`src/rtl/core/urict_pkg.sv`:
```
// Shared types, codes and reset constants for the UART idle chunk tracker.
package urict_pkg;

	// Request codes on the input channel
	localparam logic [2:0] REQ_DISARM = 3'd0;
	localparam logic [2:0] REQ_ARM    = 3'd1;
	localparam logic [2:0] REQ_TICK   = 3'd2;
	localparam logic [2:0] REQ_IDLE   = 3'd3;
	localparam logic [2:0] REQ_FULL   = 3'd4;

	// Register index, taken from paddr[2]
	localparam logic REG_BUFFER_SIZE = 1'b0;
	localparam logic REG_IDLE_TICKS  = 1'b1;

	// Register reset values
	localparam logic [15:0] BUFFER_SIZE_RST = 16'd256;
	localparam logic [15:0] IDLE_TICKS_RST  = 16'd10;

	// Default internal count width
	localparam int COUNT_WIDTH_DEF = 16;

	// Decoded operation
	typedef enum logic [2:0] {
		OP_DISARM,
		OP_ARM,
		OP_TICK,
		OP_IDLE,
		OP_FULL,
		OP_NONE
	} op_t;

	// One classified event travelling from front to back
	typedef struct packed {
		op_t         op;
		logic [15:0] remaining;
	} evt_t;

endpackage

```
`src/rtl/core/urict_front.sv`:
```
// Front end: accepts events, classifies the request code, holds one registered event.
module urict_front import urict_pkg::*; (
	input  logic        clk,
	input  logic        arst_n,
	input  logic        in_valid,
	output logic        in_ready,
	input  logic [2:0]  req_type,
	input  logic [15:0] dma_remaining,
	output logic        evt_valid,
	input  logic        evt_ready,
	output evt_t        evt
);

	logic valid_s1;
	evt_t evt_s1;
	op_t  op_dec;

	// Request decoder; unused codes become a no-op
	always_comb begin
		unique case (req_type)
			REQ_DISARM: op_dec = OP_DISARM;
			REQ_ARM:    op_dec = OP_ARM;
			REQ_TICK:   op_dec = OP_TICK;
			REQ_IDLE:   op_dec = OP_IDLE;
			REQ_FULL:   op_dec = OP_FULL;
			default:    op_dec = OP_NONE;
		endcase
	end

	// Stage register frees up whenever the queue takes its event
	assign in_ready = !valid_s1 || evt_ready;

	always_ff @(posedge clk or negedge arst_n) begin
		if (!arst_n) begin
			valid_s1 <= 1'b0;
		end else if (in_ready) begin
			valid_s1 <= in_valid;
		end
	end

	always_ff @(posedge clk) begin
		if (in_valid && in_ready) begin
			evt_s1.op        <= op_dec;
			evt_s1.remaining <= dma_remaining;
		end
	end

	assign evt_valid = valid_s1;
	assign evt       = evt_s1;

endmodule

```
`src/rtl/core/urict_queue.sv`:
```
// Two-entry event queue between the front end and the back end.
module urict_queue import urict_pkg::*; (
	input  logic clk,
	input  logic arst_n,
	input  logic push_valid,
	output logic push_ready,
	input  evt_t push_data,
	output logic pop_valid,
	input  logic pop_ready,
	output evt_t pop_data
);

	evt_t       mem_q [2];
	logic       wr_ptr_q;
	logic       rd_ptr_q;
	logic [1:0] count_q;
	logic       push;
	logic       pop;

	assign push_ready = (count_q != 2'd2);
	assign pop_valid  = (count_q != 2'd0);
	assign push       = push_valid && push_ready;
	assign pop        = pop_valid && pop_ready;
	assign pop_data   = mem_q[rd_ptr_q];

	// Pointers and fill count
	always_ff @(posedge clk or negedge arst_n) begin
		if (!arst_n) begin
			wr_ptr_q <= 1'b0;
			rd_ptr_q <= 1'b0;
			count_q  <= 2'd0;
		end else begin
			if (push) begin
				wr_ptr_q <= !wr_ptr_q;
			end
			if (pop) begin
				rd_ptr_q <= !rd_ptr_q;
			end
			if (push && !pop) begin
				count_q <= count_q + 2'd1;
			end else if (pop && !push) begin
				count_q <= count_q - 2'd1;
			end
		end
	end

	// Entry storage
	always_ff @(posedge clk) begin
		if (push) begin
			mem_q[wr_ptr_q] <= push_data;
		end
	end

endmodule

```
`src/rtl/core/urict_back.sv`:
```
// Back end: tracking state, idle countdown, chunk step and the result register.
module urict_back import urict_pkg::*; #(
	parameter int COUNT_WIDTH = COUNT_WIDTH_DEF
) (
	input  logic        clk,
	input  logic        arst_n,
	input  logic [15:0] buffer_size,
	input  logic [15:0] idle_timeout_ticks,
	input  logic        evt_valid,
	output logic        evt_ready,
	input  evt_t        evt,
	output logic        out_valid,
	input  logic        out_ready,
	output logic        chunk_valid,
	output logic [15:0] chunk_start,
	output logic [15:0] chunk_length,
	output logic        armed
);

	localparam logic [COUNT_WIDTH-1:0] ONE      = COUNT_WIDTH'(1);
	localparam logic [COUNT_WIDTH-1:0] LAST_RST = COUNT_WIDTH'(BUFFER_SIZE_RST);

	// Tracking state
	logic                   armed_q;
	logic                   pending_q;
	logic [COUNT_WIDTH-1:0] cnt_q;
	logic [COUNT_WIDTH-1:0] last_q;

	// Result register
	logic        out_valid_q;
	logic        chunk_valid_q;
	logic [15:0] chunk_start_q;
	logic [15:0] chunk_length_q;

	// Next-state and result values
	logic                   armed_d;
	logic                   pending_d;
	logic [COUNT_WIDTH-1:0] cnt_d;
	logic [COUNT_WIDTH-1:0] last_d;
	logic                   valid_d;
	logic [COUNT_WIDTH-1:0] start_d;
	logic [COUNT_WIDTH-1:0] len_d;

	logic                   pop;
	logic [COUNT_WIDTH-1:0] bs;
	logic [COUNT_WIDTH-1:0] cur;
	logic                   prev_below;
	logic [COUNT_WIDTH-1:0] chunk_start_v;
	logic                   run_chunk;
	logic                   pend_eff;

	assign evt_ready = !out_valid_q || out_ready;
	assign pop       = evt_valid && evt_ready;

	assign bs            = COUNT_WIDTH'(buffer_size);
	assign cur           = COUNT_WIDTH'(evt.remaining);
	assign prev_below    = (last_q < bs);
	assign chunk_start_v = prev_below ? (bs - last_q) : '0;

	// Event execution
	always_comb begin
		armed_d   = armed_q;
		pending_d = pending_q;
		cnt_d     = cnt_q;
		last_d    = last_q;
		valid_d   = 1'b0;
		start_d   = '0;
		len_d     = '0;
		run_chunk = 1'b0;
		pend_eff  = pending_q;

		unique case (evt.op)
			OP_DISARM, OP_ARM: begin
				armed_d   = (evt.op == OP_ARM);
				pending_d = 1'b0;
				cnt_d     = '0;
				last_d    = bs;
			end
			OP_TICK: begin
				if (armed_q) begin
					// countdown at one: timeout fires
					if (cnt_q == ONE) begin
						run_chunk = 1'b1;
						pend_eff  = 1'b1;
					end
					if (cnt_q != '0) begin
						cnt_d = cnt_q - ONE;
					end
				end
			end
			OP_IDLE: begin
				cnt_d = COUNT_WIDTH'(idle_timeout_ticks);
			end
			OP_FULL: begin
				run_chunk = 1'b1;
			end
			default: begin
			end
		endcase

		// Chunk step; empty timeout right after a full buffer gives nothing
		if (run_chunk) begin
			if (pend_eff && (cur == bs)) begin
				pending_d = 1'b0;
			end else begin
				valid_d = 1'b1;
				start_d = chunk_start_v;
				if (pend_eff) begin
					len_d     = prev_below ? (last_q - cur) : (bs - cur);
					last_d    = cur;
					pending_d = 1'b0;
				end else begin
					len_d     = bs - chunk_start_v;
					last_d    = bs;
					pending_d = pend_eff;
				end
			end
		end
	end

	// State and result valid
	always_ff @(posedge clk or negedge arst_n) begin
		if (!arst_n) begin
			armed_q     <= 1'b0;
			pending_q   <= 1'b0;
			cnt_q       <= '0;
			last_q      <= LAST_RST;
			out_valid_q <= 1'b0;
		end else begin
			if (pop) begin
				armed_q   <= armed_d;
				pending_q <= pending_d;
				cnt_q     <= cnt_d;
				last_q    <= last_d;
			end
			if (evt_ready) begin
				out_valid_q <= evt_valid;
			end
		end
	end

	// Result payload
	always_ff @(posedge clk) begin
		if (pop) begin
			chunk_valid_q  <= valid_d;
			chunk_start_q  <= 16'(start_d);
			chunk_length_q <= 16'(len_d);
		end
	end

	assign out_valid    = out_valid_q;
	assign chunk_valid  = chunk_valid_q;
	assign chunk_start  = chunk_start_q;
	assign chunk_length = chunk_length_q;
	assign armed        = armed_q;

	// A result without a chunk carries zero offset and length
	a_no_chunk_zero: assert property (@(posedge clk) disable iff (!arst_n)
		out_valid_q && !chunk_valid_q |-> chunk_start_q == '0 && chunk_length_q == '0)
		else $error("empty result carries nonzero offset or length");

	// Arm leaves the block armed with a cleared countdown
	a_arm_sets: assert property (@(posedge clk) disable iff (!arst_n)
		pop && evt.op == OP_ARM |=> armed_q && cnt_q == '0 && !pending_q)
		else $error("arm did not set up tracking");

	// Disarm drops the armed flag and reloads the previous count from the buffer size
	a_disarm_clears: assert property (@(posedge clk) disable iff (!arst_n)
		pop && evt.op == OP_DISARM |=> !armed_q && last_q == $past(bs))
		else $error("disarm did not clear tracking");

	// Idle line loads the countdown from the register
	a_idle_load: assert property (@(posedge clk) disable iff (!arst_n)
		pop && evt.op == OP_IDLE |=> cnt_q == $past(COUNT_WIDTH'(idle_timeout_ticks)))
		else $error("idle line did not load countdown");

	// Every popped event yields exactly one pending result
	a_pop_gives_result: assert property (@(posedge clk) disable iff (!arst_n)
		pop |=> out_valid_q)
		else $error("event produced no result");

endmodule

```
`src/rtl/core/uart_rx_idle_chunk_tracker.sv`:
```
// Top level of the UART receive idle-line chunk tracker with its APB register file.
//
//  channel  | handshake            | payload
//  ---------+----------------------+------------------------------------------------
//  in       | in_valid / in_ready  | req_type, dma_remaining
//  out      | out_valid / out_ready| chunk_valid, chunk_start, chunk_length, armed
//  apb      | psel/penable/pready  | paddr, pwrite, pwdata, prdata
//
// One event per cycle sustained while results are taken; out_valid for a result rises once its event
// has passed the front stage register, a queue entry and the result register in the back end.
// The back end executes one event per cycle against its state registers; it stalls only
// while its result register is full and not taken, and the two-entry queue absorbs that.
// Reset (arst_n low) clears tracking, loads buffer_size 256 and idle_timeout_ticks 10.
module uart_rx_idle_chunk_tracker import urict_pkg::*; #(
	parameter int COUNT_WIDTH = COUNT_WIDTH_DEF
) (
	input  logic        clk,
	input  logic        arst_n,
	input  logic        in_valid,
	output logic        in_ready,
	input  logic [2:0]  req_type,
	input  logic [15:0] dma_remaining,
	output logic        out_valid,
	input  logic        out_ready,
	output logic        chunk_valid,
	output logic [15:0] chunk_start,
	output logic [15:0] chunk_length,
	output logic        armed,
	input  logic        psel,
	input  logic        penable,
	input  logic        pwrite,
	input  logic [2:0]  paddr,
	input  logic [31:0] pwdata,
	output logic [31:0] prdata,
	output logic        pready
);

	logic [15:0] buffer_size_q;
	logic [15:0] idle_ticks_q;
	logic        cfg_write;

	logic front_valid;
	logic front_ready;
	evt_t front_evt;
	logic q_valid;
	logic q_ready;
	evt_t q_evt;

	// Register file
	assign pready    = 1'b1;
	assign cfg_write = psel && penable && pwrite;

	always_ff @(posedge clk or negedge arst_n) begin
		if (!arst_n) begin
			buffer_size_q <= BUFFER_SIZE_RST;
			idle_ticks_q  <= IDLE_TICKS_RST;
		end else if (cfg_write) begin
			unique case (paddr[2])
				REG_BUFFER_SIZE: buffer_size_q <= pwdata[15:0];
				REG_IDLE_TICKS:  idle_ticks_q  <= pwdata[15:0];
				default: begin
				end
			endcase
		end
	end

	// Read mux
	always_comb begin
		unique case (paddr[2])
			REG_BUFFER_SIZE: prdata = {16'd0, buffer_size_q};
			REG_IDLE_TICKS:  prdata = {16'd0, idle_ticks_q};
			default:         prdata = '0;
		endcase
	end

	urict_front u_front (
		.clk           (clk),
		.arst_n        (arst_n),
		.in_valid      (in_valid),
		.in_ready      (in_ready),
		.req_type      (req_type),
		.dma_remaining (dma_remaining),
		.evt_valid     (front_valid),
		.evt_ready     (front_ready),
		.evt           (front_evt)
	);

	urict_queue u_queue (
		.clk        (clk),
		.arst_n     (arst_n),
		.push_valid (front_valid),
		.push_ready (front_ready),
		.push_data  (front_evt),
		.pop_valid  (q_valid),
		.pop_ready  (q_ready),
		.pop_data   (q_evt)
	);

	urict_back #(
		.COUNT_WIDTH (COUNT_WIDTH)
	) u_back (
		.clk                (clk),
		.arst_n             (arst_n),
		.buffer_size        (buffer_size_q),
		.idle_timeout_ticks (idle_ticks_q),
		.evt_valid          (q_valid),
		.evt_ready          (q_ready),
		.evt                (q_evt),
		.out_valid          (out_valid),
		.out_ready          (out_ready),
		.chunk_valid        (chunk_valid),
		.chunk_start        (chunk_start),
		.chunk_length       (chunk_length),
		.armed              (armed)
	);

endmodule

```
`config.mk`:
```
export PLATFORM = sky130hd
export DESIGN_NAME = uart_rx_idle_chunk_tracker
export DESIGN_NICKNAME = d
export VERILOG_FILES = /design/src/rtl/core/urict_pkg.sv /design/src/rtl/core/urict_front.sv /design/src/rtl/core/urict_queue.sv /design/src/rtl/core/urict_back.sv /design/src/rtl/core/uart_rx_idle_chunk_tracker.sv
export SDC_FILE = /design/constraint.sdc
export NUM_CORES = 1
export LEC_CHECK = 0
export ABC_AREA = 1
export BUFFER_PORTS_ARGS = -buffer_cell sky130_fd_sc_hd__buf_2
export CAP_MARGIN = 20
export CORE_ASPECT_RATIO = 0.7
export CORE_MARGIN = 4
export CORE_UTILIZATION = 51
export DETAILED_ROUTE_END_ITERATION = 16
export GPL_TIMING_DRIVEN = 0
export PLACE_DENSITY = 0.76
export SYNTH_ARGS = -nofsm -noshare
export SYNTH_HDL_FRONTEND = slang
export SYNTH_SLANG_ARGS = --single-unit
```
`constraint.sdc`:
```
create_clock -name clk -period 3.8 [get_ports clk]
set_clock_uncertainty 0.2 [all_clocks]
set_input_delay 0.76 -clock clk [delete_from_list [all_inputs] [get_ports clk]]
set_output_delay 0.76 -clock clk [all_outputs]
set_load 0.02 [all_outputs]
```
* Yosys cells after proc, flatten, opt, wreduce, memory -nomap -nowiden
Memories as Yosys holds them, arrays and structs flattened.
Cells that the tools add are included.
Widths: inputs -> output; s select.
** Word-level totals
- Bits in registers :: 124
- Bits in writable memories :: 38
- Input bits :: 61
- Output and inout port bits :: 69
- Logic and storage cells :: 95
- Memories kept :: 1
** Memories
- u_queue.mem_q :: depth 2, width 19, read ports 1, clocked after Yosys merged registers in 0, write ports 1, RTL line urict_queue.sv:13 : evt_t mem_q [2];
** Cells by class
- $add $sub $neg :: 7
- Order comparisons :: 1
- Equal/unequal tests :: 13
- Mux-type cells :: 25
- Bitwise logic cells :: 2
- Reductions and logical operators :: 30
** Operators with widths (count)
- $mux 16 :: 9
- $pmux 32 s2 :: 1
- $sub 16x16->16 :: 4
- $pmux 16 s3 :: 1
- $eq 16x1->1 const B :: 1
- $eq 16x16->1 :: 1
- $lt 16x16->1 :: 1
- $reduce_bool 16->1 :: 1
- $sub 16x1->16 const B :: 1
- $pmux 3 s5 :: 1
- $eq 3x2->1 const B :: 4
- $mux 1 :: 10
- $logic_and 1x1->1 :: 8
- $reduce_and 2->1 :: 4
- $eq 3x1->1 const B :: 2
- $eq 3x3->1 const B :: 2
- $logic_not 1->1 :: 6
- $logic_not 3->1 :: 2
- $reduce_bool 2->1 :: 3
- $mux 2 :: 2
- $ne 2x1->1 const B :: 2
- $reduce_and 4->1 :: 1
- $reduce_or 2->1 :: 2
- $reduce_bool 3->1 :: 1
- other kinds (6) :: 8

* Depth between registers and ports, before layout
- Depth in word-level cells :: 7
- Gate-level depth with buffers :: 28
- Mapped depth without buffers :: 26

* Hierarchy
A second synthesis with hierarchy kept.
** Unflattened totals
- Cell total of the unflattened synthesis :: 1358
- Area, all modules :: 10765.3 µm²
** By module, submodules not included
- urict_back :: times used 1, cells each 986, area an instance 6869.1 µm²
- uart_rx_idle_chunk_tracker :: times used 1, cells each 213, area an instance 1631.6 µm²
- urict_queue :: times used 1, cells each 128, area an instance 1626.6 µm²
- urict_front :: times used 1, cells each 31, area an instance 638.1 µm²

* Least setup slack after synthesis
OpenSTA, ideal clock, no wires.
- Path kind :: register to register
- Start point :: reg buffer_size_q[0]
- End point :: reg u_back.chunk_length_q[15] (netlist: u_back.chunk_length[15]) (data pin)
- Arrival time :: 3.459 ns
- Data required time :: 3.341 ns
- Slack :: -0.117 ns
- Stages on the path, launching flop included :: 26
- Buffers on the path :: 2
- Clock period less this slack :: 3.917 ns
- Cell sequence :: dfrtp_1 -> inv_1 -> ha_1 -> inv_1 -> fa_1 -> nand2_1 -> nand2_1 -> nand3_1 -> nand2_1 -> nand2_1 -> nand2_1 -> and2_1 -> clkbuf_2 -> inv_2 -> clkbuf_1 -> a21oi_1 -> o21ai_0 -> ha_1 -> nand2_1 -> inv_1 -> a21boi_0 -> nor2_1 -> a211oi_1 -> nand3_1 -> nand3_1 -> a21oi_1
** On the way
- Cells in the longest elaborated chain, start to end :: 4
** Ends and longest elaborated chain
- from (decl) :: RTL line uart_rx_idle_chunk_tracker.sv:38 : logic [15:0] buffer_size_q;
- from (signal assigned) :: RTL line uart_rx_idle_chunk_tracker.sv:59 : REG_BUFFER_SIZE: buffer_size_q <= pwdata[15:0];
- $sub 16x16->16 or $lt 16x16->1 (tied branches) :: RTL line urict_back.sv:58, urict_back.sv:57
- $mux 16 :: RTL line urict_back.sv:58 : assign chunk_start_v = prev_below ? (bs - last_q) : '0;
- $sub 16x16->16 :: RTL line urict_back.sv:113 : len_d = bs - chunk_start_v;
- $mux 16 :: RTL line urict_back.sv:108 : if (pend_eff) begin
- to (signal assigned) :: RTL line urict_back.sv:147 : chunk_length_q <= 16'(len_d);
- to (decl) :: RTL line urict_back.sv:33 : logic [15:0] chunk_length_q;
Parallel ways exist; a longest one is shown, timed or not.
A chain may end at the register's enable or synchronous reset.

* Worst setup path in the final report
- Start point :: reg buffer_size_q[10]
- End point :: reg u_back.chunk_length_q[15] (netlist: u_back.chunk_length[15]) (data pin)
The elaborated chain is that of the path after synthesis.

==> impl_summary.md <==
Yosys
The cell count after synthesis is 1250. The area fraction in and, or, nand and nor cells after synthesis is 19.5%. The number of flip-flops and latches in the synthesized netlist is 161.

The synthesized netlist devotes between 10% and 20% of its cell area to compound gates. Of the total synthesized cell area, the portion taken by full adders, half adders and majority gates is under 10%. The number of warning messages in the yosys log is 0. Summing every instance area after synthesis gives 10300 µm².

By area, the combinational part of the netlist is dominated by simple AND/OR/NAND/NOR gates. The most common flop cell mapped by yosys is sky130_fd_sc_hd__edfxtp_1. The synthesized netlist devotes 2.46% of its cell area to XOR and XNOR gates. Of the post-synthesis cell area, the part taken by muxes is under 10%. Of all flip-flops after synthesis, the portion carrying an async set or reset was 44.1%.

The average cell area after synthesis is slightly above 8 µm². The sequential share of the synthesized area is between 40 and 50%. The number of synthesized flops with an enable pin is 90. Counting distinct cell types in the post-synthesis netlist gives 56.

Critical path
The critical path runs through a total of 20 cells. The required time of the critical path is 3780 ps. The worst-case reg-to-reg path depth is 20. Of all nets on the critical path, the largest fanout is 6. Walking the worst path, the cells encountered are ha_1 -> nand2_1 -> inv_1 -> nand2_1 -> nand2_1 -> a21oi_2 -> nand2_2 -> and2_4 -> inv_4 -> buf_8 -> a21oi_2 -> o21ai_2 -> ha_4 -> a21oi_1 -> a21boi_2 -> nor2_1 -> a211oi_2 -> nand3_1 -> nand3_1 -> a21oi_2.

The master of the slowest instance on the critical path is sky130_fd_sc_hd__dfrtp_2. The number of buffers and inverters on the critical path is 3. The worst setup path category is reg2reg. Data on the critical path arrives at its endpoint at 3800 ps.

The worst setup path is captured at a flip-flop. The startpoint kind of the worst setup timing path is a flip-flop. The delay contributed by the slowest stage of the critical path is 470 ps. Among cell families on the critical path, the largest total delay comes from compound AO/OA/AOI/OAI gates.

Min path
The path type of the worst min-delay path is in2async.

Place
The placed instance count is approximately 1600. The final RePlAce weighted congestion is 0.975. The post-DP HPWL is 22500 µm. The count of buffers from port buffering is 94.

Global routing
The number of global-route vias before repair is 8810. The first global-routing pass estimated 47900 µm of wire. For met1 alone, demand over resource in global routing was 42.5%. The initial antenna violation count was 0. In this run the most used layer during global routing was met1.

The global-route usage over all layers is 27.6%. The residual overflow from global routing is 0. The met2 routing resource usage after global routing is 37.9%. Global routing consumed, on the met3 layer, between 6 and 7% of the routing resources.

The largest net degree at the start of global routing is 72.

Pwr
The design draws roughly 14000 µW. The areal power density over the cells is between 1000 and 1500 nW/µm². The maximum vdd ir drop is 0.395 mV.

Summed over all cells, the static leakage comes to ~0.006 µW.

Drt
The DRC marker count from the first detailed-route iteration is roughly 1300. Dividing the detail-routed via count by the number of cells gives 5.68. The routed layout has between 9000 and 10000 vias.

The final antenna-violating net count is 0. In the final routed layout, each cell accounts on average for 18.8 µm. The final wirelength is 32400 µm.

For this run, design rule violations remaining after detail routing come to 0. The number of detailed-route iterations in the first pass is 5.

Die
The die covers 22600 µm². The die is 178 µm wide. The effective utilization at floorplan is 52.0%. The total area inside the core boundary comes to roughly 20000 µm². 130 I/O pins were placed.

The floorplan step set the die height to 127 µm. The placement row count is 43.

Timing
For the final routed database, the setup TNS stands at -21.7 ps. The setup slack after layout is -17.7 ps. The worst-margin pin slew is 689 ps. The worst path uses 100% of the clock period. Derived from the worst setup path, the maximum achievable clock frequency is roughly 260 MHz. The shortest clock period the worst path allows after layout is 3820 ps.

Setup repair after global routing could not meet its margin everywhere. The final-report setup violation count is 2. The number of max-slew violations in the final report came to 0. The number of failing hold endpoints at the final stage is 0. The worst slew margin relative to its limit is 53.7%.

Clocking
Counting the buffers created by CTS gives 17. The clock latency on the worst-skew pair is 440 ps. Clock-pin slew was measured on the worst setup and hold paths at 70 ps. Buffers inserted to repair hold after CTS numbered 0. Clock tree synthesis found a total of between 150 and 200 sinks. The H-tree was split into 4 levels.

In this run the clock root is driven by a sky130_fd_sc_hd__clkbuf_16. The buffer levels on the longest clock path is 2. The CTS tree is done.

Status
The run finished, with violations left. The checks that failed: setup timing.

Cells and area
The antenna cell count is 0. After filler insertion, the fill cell instance count of the layout stands at 1623. The multi-input combinational cells in the finished layout cover a total of about 5600 µm². The finished layout holds 1728 standard cells, fillers aside.

At the end of the flow, the number of nets in the layout was between 1500 and 2000. The fraction of final layout cells with drive strength greater than 1 is approximately a quarter. The area taken by flip-flops and latches is 4510 µm². Leaving out fill and tap cells, the most frequent cell in the layout is sky130_fd_sc_hd__nand2_1. Compared with the post-synthesis result, the final layout area differs by 25.2%. In the layout the commonest cells are 269 x sky130_fd_sc_hd__nand2_1, 117 x sky130_fd_sc_hd__o21ai_0, 115 x sky130_fd_sc_hd__inv_1, 99 x sky130_fd_sc_hd__buf_2, 90 x sky130_fd_sc_hd__edfxtp_1.

Run
Max-cap violations in this run came to 0.
==> cell usage after synthesis, types with 3 or more instances <==
master	number	area share, %
sky130_fd_sc_hd__nand3_2	3	0.29
sky130_fd_sc_hd__mux2i_1	13	1.3
sky130_fd_sc_hd__o21ai_1	19	0.92
sky130_fd_sc_hd__dfstp_2	4	1.0
sky130_fd_sc_hd__and3_1	3	0.18
sky130_fd_sc_hd__dfrtp_1	67	16
sky130_fd_sc_hd__nor3_1	10	0.48
sky130_fd_sc_hd__a21oi_1	86	4.2
sky130_fd_sc_hd__a21boi_0	5	0.36
sky130_fd_sc_hd__o21bai_1	9	0.65
sky130_fd_sc_hd__o21ai_2	4	0.34
sky130_fd_sc_hd__a31oi_1	7	0.42
sky130_fd_sc_hd__inv_1	126	4.6
sky130_fd_sc_hd__buf_2	7	0.34
sky130_fd_sc_hd__buf_4	20	1.5
sky130_fd_sc_hd__nor2_1	91	3.3
sky130_fd_sc_hd__ha_1	63	7.6
sky130_fd_sc_hd__a22oi_1	5	0.36
sky130_fd_sc_hd__nand4_1	7	0.42
sky130_fd_sc_hd__or2_2	6	0.36
sky130_fd_sc_hd__edfxtp_1	90	26
sky130_fd_sc_hd__nand3_1	60	2.9
sky130_fd_sc_hd__a21o_1	10	0.73
sky130_fd_sc_hd__xnor2_1	11	0.93
sky130_fd_sc_hd__clkbuf_1	23	0.84
sky130_fd_sc_hd__o21ai_0	130	6.3
sky130_fd_sc_hd__nand2_1	282	10
sky130_fd_sc_hd__xor2_1	18	1.5
sky130_fd_sc_hd__a211oi_1	3	0.22
sky130_fd_sc_hd__o211ai_1	5	0.36
sky130_fd_sc_hd__or2_1	4	0.24
sky130_fd_sc_hd__o22ai_1	18	1.1
sky130_fd_sc_hd__fa_1	4	0.78
sky130_fd_sc_hd__inv_2	5	0.18
==> power by group <==
group	total [µW]	switching, µW	internal, µW
Combinational	9100	5600	3510
Sequential	2930	349	2580
Clock	1760	778	983
==> area by class of cell <==
| cell class | count | share of cell area [%] |
|---|---|---|
| plain buffers | 54 | 2.69 |
| clock buffers | 21 | 3.66 |
| clock inverters | 11 | 0.910 |
| inverters | 132 | 3.91 |
| multi-input cells | 917 | 43.4 |
| flip-flops and latches | 161 | 34.8 |
| well taps | 270 | 2.61 |
| repair buffers | 162 | 8.00 |
==> worst paths after layout <==
kind                                   start  slack [ps]                 endpoint
setup / recovery           buffer_size_q[10]         -20  u_back.chunk_length[15]
hold / removal                        arst_n         120         u_back.cnt_q[11]
setup reg to reg           buffer_size_q[10]         -20  u_back.chunk_length[15]
hold reg to reg               u_front.evt[6]         250      u_queue.mem_q[1][6]
max in group asynchronous             arst_n        2940          idle_ticks_q[1]
min in group clk              u_front.evt[6]         250      u_queue.mem_q[1][6]
==> logic make-up (layout without fill, tap and decap cells) <==
kind of cell | after synthesis | count (layout)
AO/OA/AOI/OAI | 314 | 314
flip-flops | 161 | 161
multiplexers | 13 | 13
adder cells (fa/ha/maj) | 67 | 67
XOR/XNOR | 29 | 29
AND/OR/NAND/NOR | 477 | 477
buffers and inverters | 187 | 380
other | 2 | 17
==> per-layer routing <==
layer,share of wire (%),routed length [µm]
met3,12,3780
met5,0,0
met2,41,13200
met4,3.5,1140
met1,44,14300
==> registers in the layout (all words and copies together), names as in the netlist <==
| name | count |
|---|---|
| u_back.chunk_valid | 1 |
| u_front.evt_valid | 1 |
| u_front.evt | 19 |
| u_back.out_valid | 1 |
| u_queue.rd_ptr_q | 1 |
| u_back.chunk_start | 16 |
| u_back.last_q | 16 |
| buffer_size_q | 16 |
| u_back.chunk_length | 16 |
| u_queue.mem_q | 38 |
| u_queue.wr_ptr_q | 1 |
| idle_ticks_q | 16 |
| u_back.cnt_q | 16 |
| u_back.armed | 1 |
| u_queue.count_q | 2 |
==> metrics by stage <==
stage / setup slack, ps / hold slack [ps] / area (µm²) / utilization [%]
finish: -17.7 / 124 / 12900 / 65.1
global route: -197 / 142 / 12900 / 65.1
CTS: 12.5 / 133 / 12400 / 62.5
detailed placement: -761 / 235 / 11300 / 56.8
global placement: -746 / 222 / 11200 / 56.4
floorplan: 5.29 / 221 / 10400 / -
==> timing repair <==
action / CTS / global route
gates resized for setup: 62 / 83
pin swaps: 7 / 30
buffers inserted: 35 / 29
cloned: 0 / 0
setup endpoints to repair: 15 / 11
No activity file was read; power rests on OpenSTA's default activity.
